`src/hw/rtl/gas_sensor_uart_frame_parser_assert.svh`:
```
// ----------------------------------------------------------------------------
// gas sensor uart frame parser assertion macros
// concurrent checks that compile away when SYNTHESIS is defined
// ----------------------------------------------------------------------------
`ifndef GAS_SENSOR_UART_FRAME_PARSER_ASSERT_SVH
`define GAS_SENSOR_UART_FRAME_PARSER_ASSERT_SVH

`ifndef SYNTHESIS

`define GSUFP_ASSERT_NOW(label, clk, rst, ante, cons) \
   label: assert property (@(posedge clk) disable iff (rst) (ante) |-> (cons)) \
      else $error("gsufp check failed");

`define GSUFP_ASSERT_NEXT(label, clk, rst, ante, cons) \
   label: assert property (@(posedge clk) disable iff (rst) (ante) |=> (cons)) \
      else $error("gsufp check failed");

`else

`define GSUFP_ASSERT_NOW(label, clk, rst, ante, cons)

`define GSUFP_ASSERT_NEXT(label, clk, rst, ante, cons)

`endif

`endif

```
`src/hw/rtl/gsufp_pkg.sv`:
```
// ----------------------------------------------------------------------------
// gsufp_pkg
// shared types, codes and the query frame table of the frame parser
// ----------------------------------------------------------------------------
package gsufp_pkg;

   typedef enum logic [1:0] {
      RK_OK      = 2'd0,
      RK_FAULT   = 2'd1,
      RK_TIMEOUT = 2'd2,
      RK_QUERY   = 2'd3
   } rkind_type;

   localparam logic KIND_BYTE = 1'b0;
   localparam logic KIND_TICK = 1'b1;

   localparam logic [1:0] REG_QUERY_INTERVAL = 2'd0;
   localparam logic [1:0] REG_TIMEOUT        = 2'd1;
   localparam logic [1:0] REG_INVALID_PPM    = 2'd2;

   localparam int unsigned CSR_ADDR_WIDTH = 4;

   localparam logic [15:0] QUERY_INTERVAL_RESET = 16'd1200;
   localparam logic [15:0] TIMEOUT_RESET        = 16'd5000;
   localparam logic [15:0] INVALID_PPM_RESET    = 16'hFFFF;

   localparam logic [7:0] START_BYTE  = 8'hFF;
   localparam logic [7:0] TYPE_QUERY  = 8'h86;
   localparam logic [7:0] TYPE_UPLOAD = 8'h01;
   localparam logic [7:0] CMD_UPLOAD  = 8'h03;

   localparam logic [3:0] POS_HUNT     = 4'd0;
   localparam logic [3:0] POS_FIRST    = 4'd1;
   localparam logic [3:0] POS_LAST_ST  = 4'd5;
   localparam logic [3:0] POS_LAST_SUM = 4'd7;

   localparam logic [3:0] SLOT_FIRST   = 4'd0;
   localparam logic [3:0] SLOT_QLAST   = 4'd8;
   localparam logic [3:0] SLOT_TIMEOUT = 4'd9;

   localparam logic [15:0] SAT16 = 16'hFFFF;

   typedef struct packed {
      logic        valid;
      logic        fault;
      logic [12:0] conc;
   } frame_type;

   function automatic logic [7:0] query_byte(input logic [3:0] slot);
      logic [7:0] b;
      unique case (slot)
         4'd0:    b = 8'hFF;
         4'd1:    b = 8'h01;
         4'd2:    b = 8'h86;
         4'd8:    b = 8'h79;
         default: b = 8'h00;
      endcase
      return b;
   endfunction

endpackage

```
`src/hw/rtl/gsufp_parser.sv`:
```
// ----------------------------------------------------------------------------
// gsufp_parser
// start byte hunt, frame capture, checksum and frame type check
// ----------------------------------------------------------------------------
module gsufp_parser (
   input  logic                clock,
   input  logic                reset,
   input  logic                byte_en,
   input  logic [7:0]          rx_byte,
   output gsufp_pkg::frame_type frame
);
   import gsufp_pkg::*;

   logic [3:0] pos_ff, pos_in;
   logic [7:0] sum_ff, sum_in;
   logic [7:0] store_ff [5];
   logic [7:0] sum_add;
   logic [2:0] wr_idx;

   assign sum_add = sum_ff + rx_byte;
   assign wr_idx  = 3'(pos_ff - POS_FIRST);

   always_comb begin
      pos_in = pos_ff;
      sum_in = sum_ff;
      frame  = '0;
      if (byte_en) begin
         if (pos_ff == POS_HUNT) begin
            if (rx_byte == START_BYTE) begin
               pos_in = POS_FIRST;
               sum_in = 8'd0;
            end
         end else if (pos_ff <= POS_LAST_SUM) begin
            sum_in = sum_add;
            pos_in = pos_ff + 4'd1;
         end else begin
            pos_in = POS_HUNT;
            // checksum good when sum plus check byte wraps to zero
            if (sum_add == 8'd0) begin
               if (store_ff[0] == TYPE_QUERY) begin
                  frame.valid = 1'b1;
                  frame.fault = store_ff[1][7];
                  frame.conc  = {store_ff[1][4:0], store_ff[2]};
               end else if (store_ff[0] == TYPE_UPLOAD && store_ff[1] == CMD_UPLOAD) begin
                  frame.valid = 1'b1;
                  frame.fault = store_ff[3][7];
                  frame.conc  = {store_ff[3][4:0], store_ff[4]};
               end
            end
         end
      end
   end

   always_ff @(posedge clock) begin
      if (reset) begin
         pos_ff <= POS_HUNT;
         sum_ff <= 8'd0;
      end else begin
         pos_ff <= pos_in;
         sum_ff <= sum_in;
      end
   end

   always_ff @(posedge clock) begin
      if (byte_en && pos_ff >= POS_FIRST && pos_ff <= POS_LAST_ST) begin
         store_ff[wr_idx] <= rx_byte;
      end
   end

endmodule

```
`src/hw/rtl/gas_sensor_uart_frame_parser.sv`:
```
// ----------------------------------------------------------------------------
// gas_sensor_uart_frame_parser
// parses 9-byte sensor frames and schedules query frames and timeouts
//
// channel  dir  content
// req      in   tuser kind, tdata rx_byte
// rsp      out  tuser result_kind, tdata ppm and tx_byte, tlast last
// csr      in   query interval, timeout and invalid ppm registers
//
// a request's results are registered in the cycle after it is taken
// a byte gives at most one result, a tick up to ten, one result per cycle while rsp_tready is high
// a new request is taken once the last result of the previous one leaves
// reset is synchronous and restores the register defaults, no clearing pass
// ----------------------------------------------------------------------------
`include "gas_sensor_uart_frame_parser_assert.svh"

module gas_sensor_uart_frame_parser (
   input  logic                                clock,
   input  logic                                reset,
   input  logic                                req_tvalid,
   output logic                                req_tready,
   input  logic [7:0]                          req_tdata,  // rx_byte
   input  logic                                req_tuser,  // kind
   output logic                                rsp_tvalid,
   input  logic                                rsp_tready,
   output logic [23:0]                         rsp_tdata,  // ppm, tx_byte
   output logic [1:0]                          rsp_tuser,  // result_kind
   output logic                                rsp_tlast,
   input  logic                                csr_psel,
   input  logic                                csr_penable,
   input  logic                                csr_pwrite,
   input  logic [gsufp_pkg::CSR_ADDR_WIDTH-1:0] csr_paddr,
   input  logic [31:0]                         csr_pwdata,
   output logic [31:0]                         csr_prdata,
   output logic                                csr_pready
);
   import gsufp_pkg::*;

   logic [15:0] interval_ff, timeout_ff, invalid_ff;
   logic [1:0]  reg_idx;
   logic        csr_wr;

   logic        accept, byte_en, tick_en;
   frame_type   frame;

   logic [15:0] tsq_ff, tsq_in, tsq_inc;
   logic [15:0] tsf_ff, tsf_in, tsf_inc;
   logic        never_ff, never_in;
   logic        due, tmo;

   logic        busy_ff, busy_in;
   logic        single_ff, single_in;
   rkind_type   fkind_ff, fkind_in;
   logic [15:0] fppm_ff, fppm_in;
   logic [3:0]  slot_ff, slot_in;
   logic        tmo_ff, tmo_in;
   logic        out_last, out_free;
   rkind_type   out_kind;
   logic [15:0] out_ppm;
   logic [7:0]  out_tx;

   // configuration
   assign reg_idx    = csr_paddr[CSR_ADDR_WIDTH-1:2];
   assign csr_wr     = csr_psel && csr_penable && csr_pwrite && csr_pready;
   assign csr_pready = 1'b1;

   always_comb begin
      unique case (reg_idx)
         REG_QUERY_INTERVAL: csr_prdata = {16'd0, interval_ff};
         REG_TIMEOUT:        csr_prdata = {16'd0, timeout_ff};
         REG_INVALID_PPM:    csr_prdata = {16'd0, invalid_ff};
         default:            csr_prdata = 32'd0;
      endcase
   end

   always_ff @(posedge clock) begin
      if (reset) begin
         interval_ff <= QUERY_INTERVAL_RESET;
         timeout_ff  <= TIMEOUT_RESET;
         invalid_ff  <= INVALID_PPM_RESET;
      end else if (csr_wr) begin
         unique case (reg_idx)
            REG_QUERY_INTERVAL: interval_ff <= csr_pwdata[15:0];
            REG_TIMEOUT:        timeout_ff  <= csr_pwdata[15:0];
            REG_INVALID_PPM:    invalid_ff  <= csr_pwdata[15:0];
            default:            ;
         endcase
      end
   end

   // request side
   assign accept  = req_tvalid && req_tready;
   assign byte_en = accept && (req_tuser == KIND_BYTE);
   assign tick_en = accept && (req_tuser == KIND_TICK);

   gsufp_parser u_parser (
      .clock   (clock),
      .reset   (reset),
      .byte_en (byte_en),
      .rx_byte (req_tdata),
      .frame   (frame)
   );

   // tick counters
   assign tsq_inc = (tsq_ff == SAT16) ? tsq_ff : tsq_ff + 16'd1;
   assign tsf_inc = (tsf_ff == SAT16) ? tsf_ff : tsf_ff + 16'd1;
   assign due     = never_ff || (tsq_inc >= interval_ff);
   assign tmo     = tsf_inc > timeout_ff;

   always_comb begin
      tsq_in   = tsq_ff;
      tsf_in   = tsf_ff;
      never_in = never_ff;
      if (tick_en) begin
         tsq_in   = due ? 16'd0 : tsq_inc;
         never_in = never_ff && !due;
         tsf_in   = tmo ? 16'd0 : tsf_inc;
      end else if (frame.valid) begin
         tsf_in = 16'd0;
      end
   end

   always_ff @(posedge clock) begin
      if (reset) begin
         tsq_ff   <= 16'd0;
         tsf_ff   <= 16'd0;
         never_ff <= 1'b1;
      end else begin
         tsq_ff   <= tsq_in;
         tsf_ff   <= tsf_in;
         never_ff <= never_in;
      end
   end

   // result register and slot sequencer
   assign out_last = single_ff || (slot_ff == SLOT_TIMEOUT) ||
                     (slot_ff == SLOT_QLAST && !tmo_ff);
   assign out_free = !busy_ff || (rsp_tready && out_last);
   assign req_tready = out_free;

   always_comb begin
      busy_in   = busy_ff;
      single_in = single_ff;
      fkind_in  = fkind_ff;
      fppm_in   = fppm_ff;
      slot_in   = slot_ff;
      tmo_in    = tmo_ff;
      if (busy_ff && rsp_tready) begin
         if (out_last) begin
            busy_in = 1'b0;
         end else begin
            slot_in = slot_ff + 4'd1;
         end
      end
      if (frame.valid) begin
         busy_in   = 1'b1;
         single_in = 1'b1;
         fkind_in  = frame.fault ? RK_FAULT : RK_OK;
         fppm_in   = frame.fault ? invalid_ff : {3'd0, frame.conc};
      end else if (tick_en && (due || tmo)) begin
         busy_in   = 1'b1;
         single_in = 1'b0;
         slot_in   = due ? SLOT_FIRST : SLOT_TIMEOUT;
         tmo_in    = tmo;
      end
   end

   always_ff @(posedge clock) begin
      if (reset) begin
         busy_ff <= 1'b0;
      end else begin
         busy_ff <= busy_in;
      end
   end

   always_ff @(posedge clock) begin
      single_ff <= single_in;
      fkind_ff  <= fkind_in;
      fppm_ff   <= fppm_in;
      slot_ff   <= slot_in;
      tmo_ff    <= tmo_in;
   end

   always_comb begin
      if (single_ff) begin
         out_kind = fkind_ff;
         out_ppm  = fppm_ff;
         out_tx   = 8'd0;
      end else if (slot_ff == SLOT_TIMEOUT) begin
         out_kind = RK_TIMEOUT;
         out_ppm  = invalid_ff;
         out_tx   = 8'd0;
      end else begin
         out_kind = RK_QUERY;
         out_ppm  = 16'd0;
         out_tx   = query_byte(slot_ff);
      end
   end

   assign rsp_tvalid = busy_ff;
   assign rsp_tuser  = out_kind;
   assign rsp_tdata  = {out_tx, out_ppm};
   assign rsp_tlast  = out_last;

   // checks
   `GSUFP_ASSERT_NEXT(a_burst_continues, clock, reset,
      rsp_tvalid && rsp_tready && !rsp_tlast, rsp_tvalid)
   `GSUFP_ASSERT_NOW(a_take_when_free, clock, reset,
      req_tvalid && req_tready, !busy_ff || (rsp_tready && rsp_tlast))
   `GSUFP_ASSERT_NOW(a_query_slots, clock, reset,
      busy_ff && !single_ff && slot_ff != SLOT_TIMEOUT, rsp_tuser == RK_QUERY)
   `GSUFP_ASSERT_NOW(a_first_query_pending, clock, reset,
      never_ff, tsq_ff == 16'd0)

endmodule

```
`config.mk`:
```
export PLATFORM = sky130hd
export DESIGN_NAME = gas_sensor_uart_frame_parser
export DESIGN_NICKNAME = d
export VERILOG_FILES = /design/src/hw/rtl/gsufp_pkg.sv /design/src/hw/rtl/gsufp_parser.sv /design/src/hw/rtl/gas_sensor_uart_frame_parser.sv
export VERILOG_INCLUDE_DIRS = /design/src /design/src/hw/rtl
export SDC_FILE = /design/constraint.sdc
export NUM_CORES = 1
export LEC_CHECK = 0
export ABC_AREA = 1
export BUFFER_PORTS_ARGS = -buffer_cell sky130_fd_sc_hd__buf_2
export CORE_MARGIN = 5
export CORE_UTILIZATION = 54
export CTS_BUF_LIST = sky130_fd_sc_hd__clkbuf_2
export DETAILED_ROUTE_END_ITERATION = 8
export PLACE_DENSITY = 0.78
export SLEW_MARGIN = 20
export SYNTH_ARGS = -nofsm -noshare
export SYNTH_HDL_FRONTEND = slang
export SYNTH_SLANG_ARGS = --single-unit
```
`constraint.sdc`:
```
create_clock -name clock -period 2.88 [get_ports clock]
set_input_delay 0 -clock clock [delete_from_list [all_inputs] [get_ports clock]]
set_output_delay 0 -clock clock [all_outputs]
set_load 0.1 [all_outputs]
```
---- Word level (Yosys, flattened, before mapping) ----
Memories as Yosys holds them, arrays and structs flattened.
Index checks and enable logic that the tools add are counted.
word-level totals
  register bits after elaboration ......... 118
  bits in writable memories ............... 40
  output and inout port bits .............. 62
  logic and storage cells ................. 117
  memories kept ........................... 1
operators by class
  add/subtract/negate cells ............... 6
  order comparisons ....................... 5
  equal/unequal tests ..................... 13
  mux-type cells .......................... 39
  bitwise gates (word level) .............. 2
  reduce and logical (&&, ||, !) cells .... 36
memories
  name               depth  width  read ports  clocked after memory_dff  write ports  line                RTL
  u_parser.store_ff  5      8      5           0                         1            gsufp_parser.sv:16  logic [7:0] store_ff [5];
operators with widths
  kind                     count
  $mux W16                 8
  $mux W15                 6
  $pmux W16 S3             1
  $mux W8                  5
  $add A16 B1 Y16 const B  2
  $eq A16 B16 Y1 const B   2
  $mux W4                  8
  $pmux W8 S4              1
  $eq A8 B8 Y1 const B     2
  $ge A16 B16 Y1           1
  $gt A16 B16 Y1           1
  $logic_and A1 B1 Y1      13
  $mux W13                 1
  $reduce_and A2 Y1        6
  $add A4 B1 Y4 const B    2
  $add A8 B8 Y8            1
  $eq A4 B4 Y1 const B     2
  $eq A8 B1 Y1 const B     1
  $eq A8 B2 Y1 const B     1
  $le A4 B3 Y1 const B     2
  $logic_not A4 Y1         2
  $logic_not A8 Y1         1
  $mux W1                  8
  $reduce_bool A3 Y1       2
  14 further kinds         22

---- Longest topological paths before layout ----
  depth after elaboration ................. 11
  mapped depth ............................ 22
  mapped depth without buffers ............ 22

---- Modules after synthesis ----
A second synthesis with hierarchy kept.
unflattened totals
  cell total of the unflattened synthesis .. 1167
  area, all modules ....................... 8899.8 um^2
by module, submodules not included
  module                        instances  cells an instance  area each (um^2)  seq. area each (um^2)
  gas_sensor_uart_frame_parser  1          863                6241.0            2282.2
  gsufp_parser                  1          304                2658.8            1381.3

---- Worst setup path before layout ----
Ideal clock, no wire load.
  kind .................................... register to output
  start ................................... register single_ff
  end ..................................... output port rsp_tdata[11]
  arrival ................................. 3687 ps
  required time ........................... 2880 ps
  slack ................................... -807 ps
  cell stages (with the launch flop) ...... 5
  path buffers ............................ 1
  cell sequence ........................... dfxtp_1 -> inv_2 -> clkbuf_1 -> nand2_1 -> o21ai_0
on the way
  cells in the longest elaborated chain, start to end .. 1
ends and longest elaborated chain
  element                   line                                 RTL
  start: declaration        gas_sensor_uart_frame_parser.sv:52   logic single_ff, single_in;
  start signal: assignment  gas_sensor_uart_frame_parser.sv:177  single_ff <= single_in;
  $mux W16                  gas_sensor_uart_frame_parser.sv:185  if (single_ff) begin
  end: declaration          gas_sensor_uart_frame_parser.sv:26   output logic [23:0] rsp_tdata,
Every way passes these cells.

---- Final worst setup path ----
  start ................................... register tsf_ff[1]
  end ..................................... register tsf_ff[7]
on the way
  cells in the longest elaborated chain, start to end .. 5
ends and longest elaborated chain
  element                                            line                                 RTL
  start: declaration                                 gas_sensor_uart_frame_parser.sv:47   logic [15:0] tsf_ff, tsf_in, tsf_inc;
  start signal: assignment                           gas_sensor_uart_frame_parser.sv:130  tsf_ff <= tsf_in;
  $add A16 B1 Y16 or $eq A16 B16 Y1 (tied branches)  gas_sensor_uart_frame_parser.sv:106  assign tsf_inc = (tsf_ff == SAT16) ? tsf_ff : tsf_ff + 16'd1;
  $mux W16 (*)                                       gas_sensor_uart_frame_parser.sv:106
  $gt A16 B16 Y1                                     gas_sensor_uart_frame_parser.sv:108  assign tmo = tsf_inc > timeout_ff;
  $mux W16 (*)                                       gas_sensor_uart_frame_parser.sv:117  tsf_in = tmo ? 16'd0 : tsf_inc;
  $mux W16 (*)                                       gas_sensor_uart_frame_parser.sv:114  if (tick_en) begin
Every way passes the cells marked *; elsewhere a longest branch is shown, timed or not.
A chain may end at the register's enable or synchronous reset.

==> results.ini <==
[placed_design]
post-place-ws_ns=-0.0770
place_hpwl_mm=17.1
io_buffer_count=78
place.gp.congestion=0.910

[hold_path]
worstHoldStart=csr_pwdata[0]
holdPathStages=4
hold_path_class=in2reg

[yosys]
yosysUniqueCellTypes=42
syn-cell-area_um2=8740
synth-seq-cells=155
postSynthAreaPerCell_um2=7.62
ys_seq_area_share_pct=41.9
synth_cells=1147
async_reset_ff_share_pct=0
synth_edf_count=56
yosysWarnings=0
synth_top_flop_cell=dfxtp_1

[setup_path]
crit_fanout=7
critPathCaptureType=flop
crit_chain=ha_4 -> nand3_4 -> nor3_4 -> nand3_2 -> nor2_4 -> clkinv_4 -> buf_8 -> nand2_2 -> ha_1 -> nand2_1 -> o21a_1 -> nand2_1 -> nand2_2 -> nand2_2 -> nand2_4 -> buf_8 -> nand3_2 -> a21oi_2
path_class=reg2reg
path_delay_family=simple AND/OR/NAND/NOR gates
cp_slowest_cell=dfxtp_2
cpMostUsedCell=nand2_2
cp-start-kind=flop
path_depth=18
max_stage_delay_ns=0.43
required_ns=3.60
reg2reg_depth=18
r2r_start=tsf_ff[1]
crit_buf_inv=3
cp-startpoint=tsf_ff[1]
crit_arrival_ns=3.79

[layout]
area_delta_synth_final_pct=26.4
final_util_pct=69.5
fin_nets=1406
final_layout_size_suffix_gt1_share_pct=24.9
final_common_cell=nand2_1
final_cell_mix=nand2_1, inv_1, dfxtp_1, nor2_1, buf_2

[sta]
finalHoldViolations=0
setup_ws_ns=-0.188
fin_crit_ns=3.07
tns_ns=-4.73
fmax_ghz=0.326
fin_skew_ns=0.0498
slew_viol_final=0
worst_pin_slew_ns=0.641
relSlewSlack_pct=57.2
finalSetupViolCount=40
timing.final.crit_share_pct=107
rsz0062_at_grt=true

[cts]
cts_tree=built
clkSinkCount=155
clkLatencyLatePin_ns=0.77
clk_pin_slew_worst_paths_ns=0.25
cts_buffer_depth=2
htreeDepth=4
cts_root_buf=clkbuf_2
cts_buffers=17

[power_and_ir_drop]
p_total_mw=5.38
leakage_nw=4.77
powerDensity_nw_per_um2=487
p_seq_share_pct=43.2
pwr-share-comb_pct=29.1
ir_drop_mv=1.14
power.net_switching_mw=2.17
p_int_mw=3.21
p_sw_share_pct=40.4
p_clk_share_pct=27.8

[detailed_routing]
wirelength_mm=26.4
viasPerCell=5.64
ant_nets=0
drtIter0Drc=845
vias=8658
firstDrtPassIters=6
drc_errors=0
wl_per_cell_um=17.2

[die]
start_util_pct=55.0
die_width_um=137
core_um2=15900
ioPinCount=114
dieArea_um2=18800
die_h_um=137
rows=46

[run]
drv_cap=0

[run_status]
violations=setup timing
outcome=finished with violations

[grt]
grt_pass1_wl_mm=38.2
overflow=0
grt_pass1_vias=7705
antenna_found_initial=1
grt_use_total_pct=25.9
grt_max_degree=50

==> cell type report <==
cell class	count	area [um^2]
diodes	2	5.00
clock buffers	17	85.1
clock inverters	15	219
fillers	1192	4840
inverters	126	482
multi-input cells	821	4920
flip-flops and latches	155	3690
well taps	216	270
repair buffers	184	1380
==> synthesized netlist by cell type (all sizes together) (22+ instances only) <==
cell    count  area share [%]
buf        31             2.6
clkbuf     29             1.2
ha         48             6.9
edfxtp     56              19
dfxtp      99              23
a21oi      96             5.5
nand3      90             5.6
nand2     294              13
o21ai      61             3.7
inv       120             5.2
nor2       93             4.2
xor2       22             2.2
==> per-stage QoR <==
step | hold slack, ns | cell area (um^2) | cells
2_1_floorplan | 0.0989 | 8800 | 1162
3_3_place_gp | 0.262 | 9570 | 1451
3_5_place_dp | 0.269 | 9570 | 1451
4_1_cts | 0.00656 | 10300 | 1516
5_1_grt | -0.00728 | 11000 | 1536
6_report | 0.0318 | 11000 | 1536
==> final timing paths <==
kind	end	slack (ns)
setup / recovery	tsf_ff[7]	-0.19
hold / removal	invalid_ff[0]	0.03
setup reg to reg	tsf_ff[7]	-0.19
hold reg to reg	never_ff	0.48
==> repair_timing <==
item	in CTS	in global routing
gates resized for setup	15	145
gates cloned	0	2
endpoints found under the hold margin	152	1
hold buffers	33	1
pin swaps	5	52
setup buffers	0	15
endpoints found under the setup margin	39	40
==> tightest hold or removal path, cell delays in order <==
cell and delay [ns]:
dlygate4sd3_1 0.51, buf_2 0.13, nand2_1 0.05, o211ai_1 0.07
==> per-layer routing <==
layer	vias to the layer above	part of all wire [%]	wire length, um	global-route usage (%)
li1	4098	-	-	-
met5	-	0	0	0
met3	67	7.4	1960	4.35
met2	420	49	13000	43.7
met1	4073	40	10700	34.0
met4	0	3.0	787	8.81
==> cells by family after synthesis <==
logic type                 share of synthesized area, %
other                                            0.0859
AOI/OAI and AO/OA                                  12.8
DFF                                                41.9
and+or+nand+nor                                    26.4
adders and majority gates                          7.10
buffers and inverters                              9.30
xor gates and xnor gates                           2.40
==> registers in the layout, indices dropped and copies added (netlist names) <==
register / cells
single_ff: 1
invalid_ff: 16
interval_ff: 16
slot_ff: 4
timeout_ff: 16
tsf_ff: 16
u_parser.pos_ff: 4
u_parser.store_ff: 38
fppm_ff: 16
rsp_tvalid: 1
never_ff: 1
tsq_ff: 16
u_parser.sum_ff: 8
fkind_ff: 1
tmo_ff: 1
==> power by group through the flow <==
stage	clock [mW]	combinational, mW	sequential [mW]
after global routing	1.59	1.62	2.33
after CTS	1.49	1.52	2.32
after global placement	0	1.47	2.37
final	1.49	1.56	2.32
after detailed placement	0	1.48	2.37
after floorplan	0	1.28	2.37
Power figures use the tool's default switching activity.
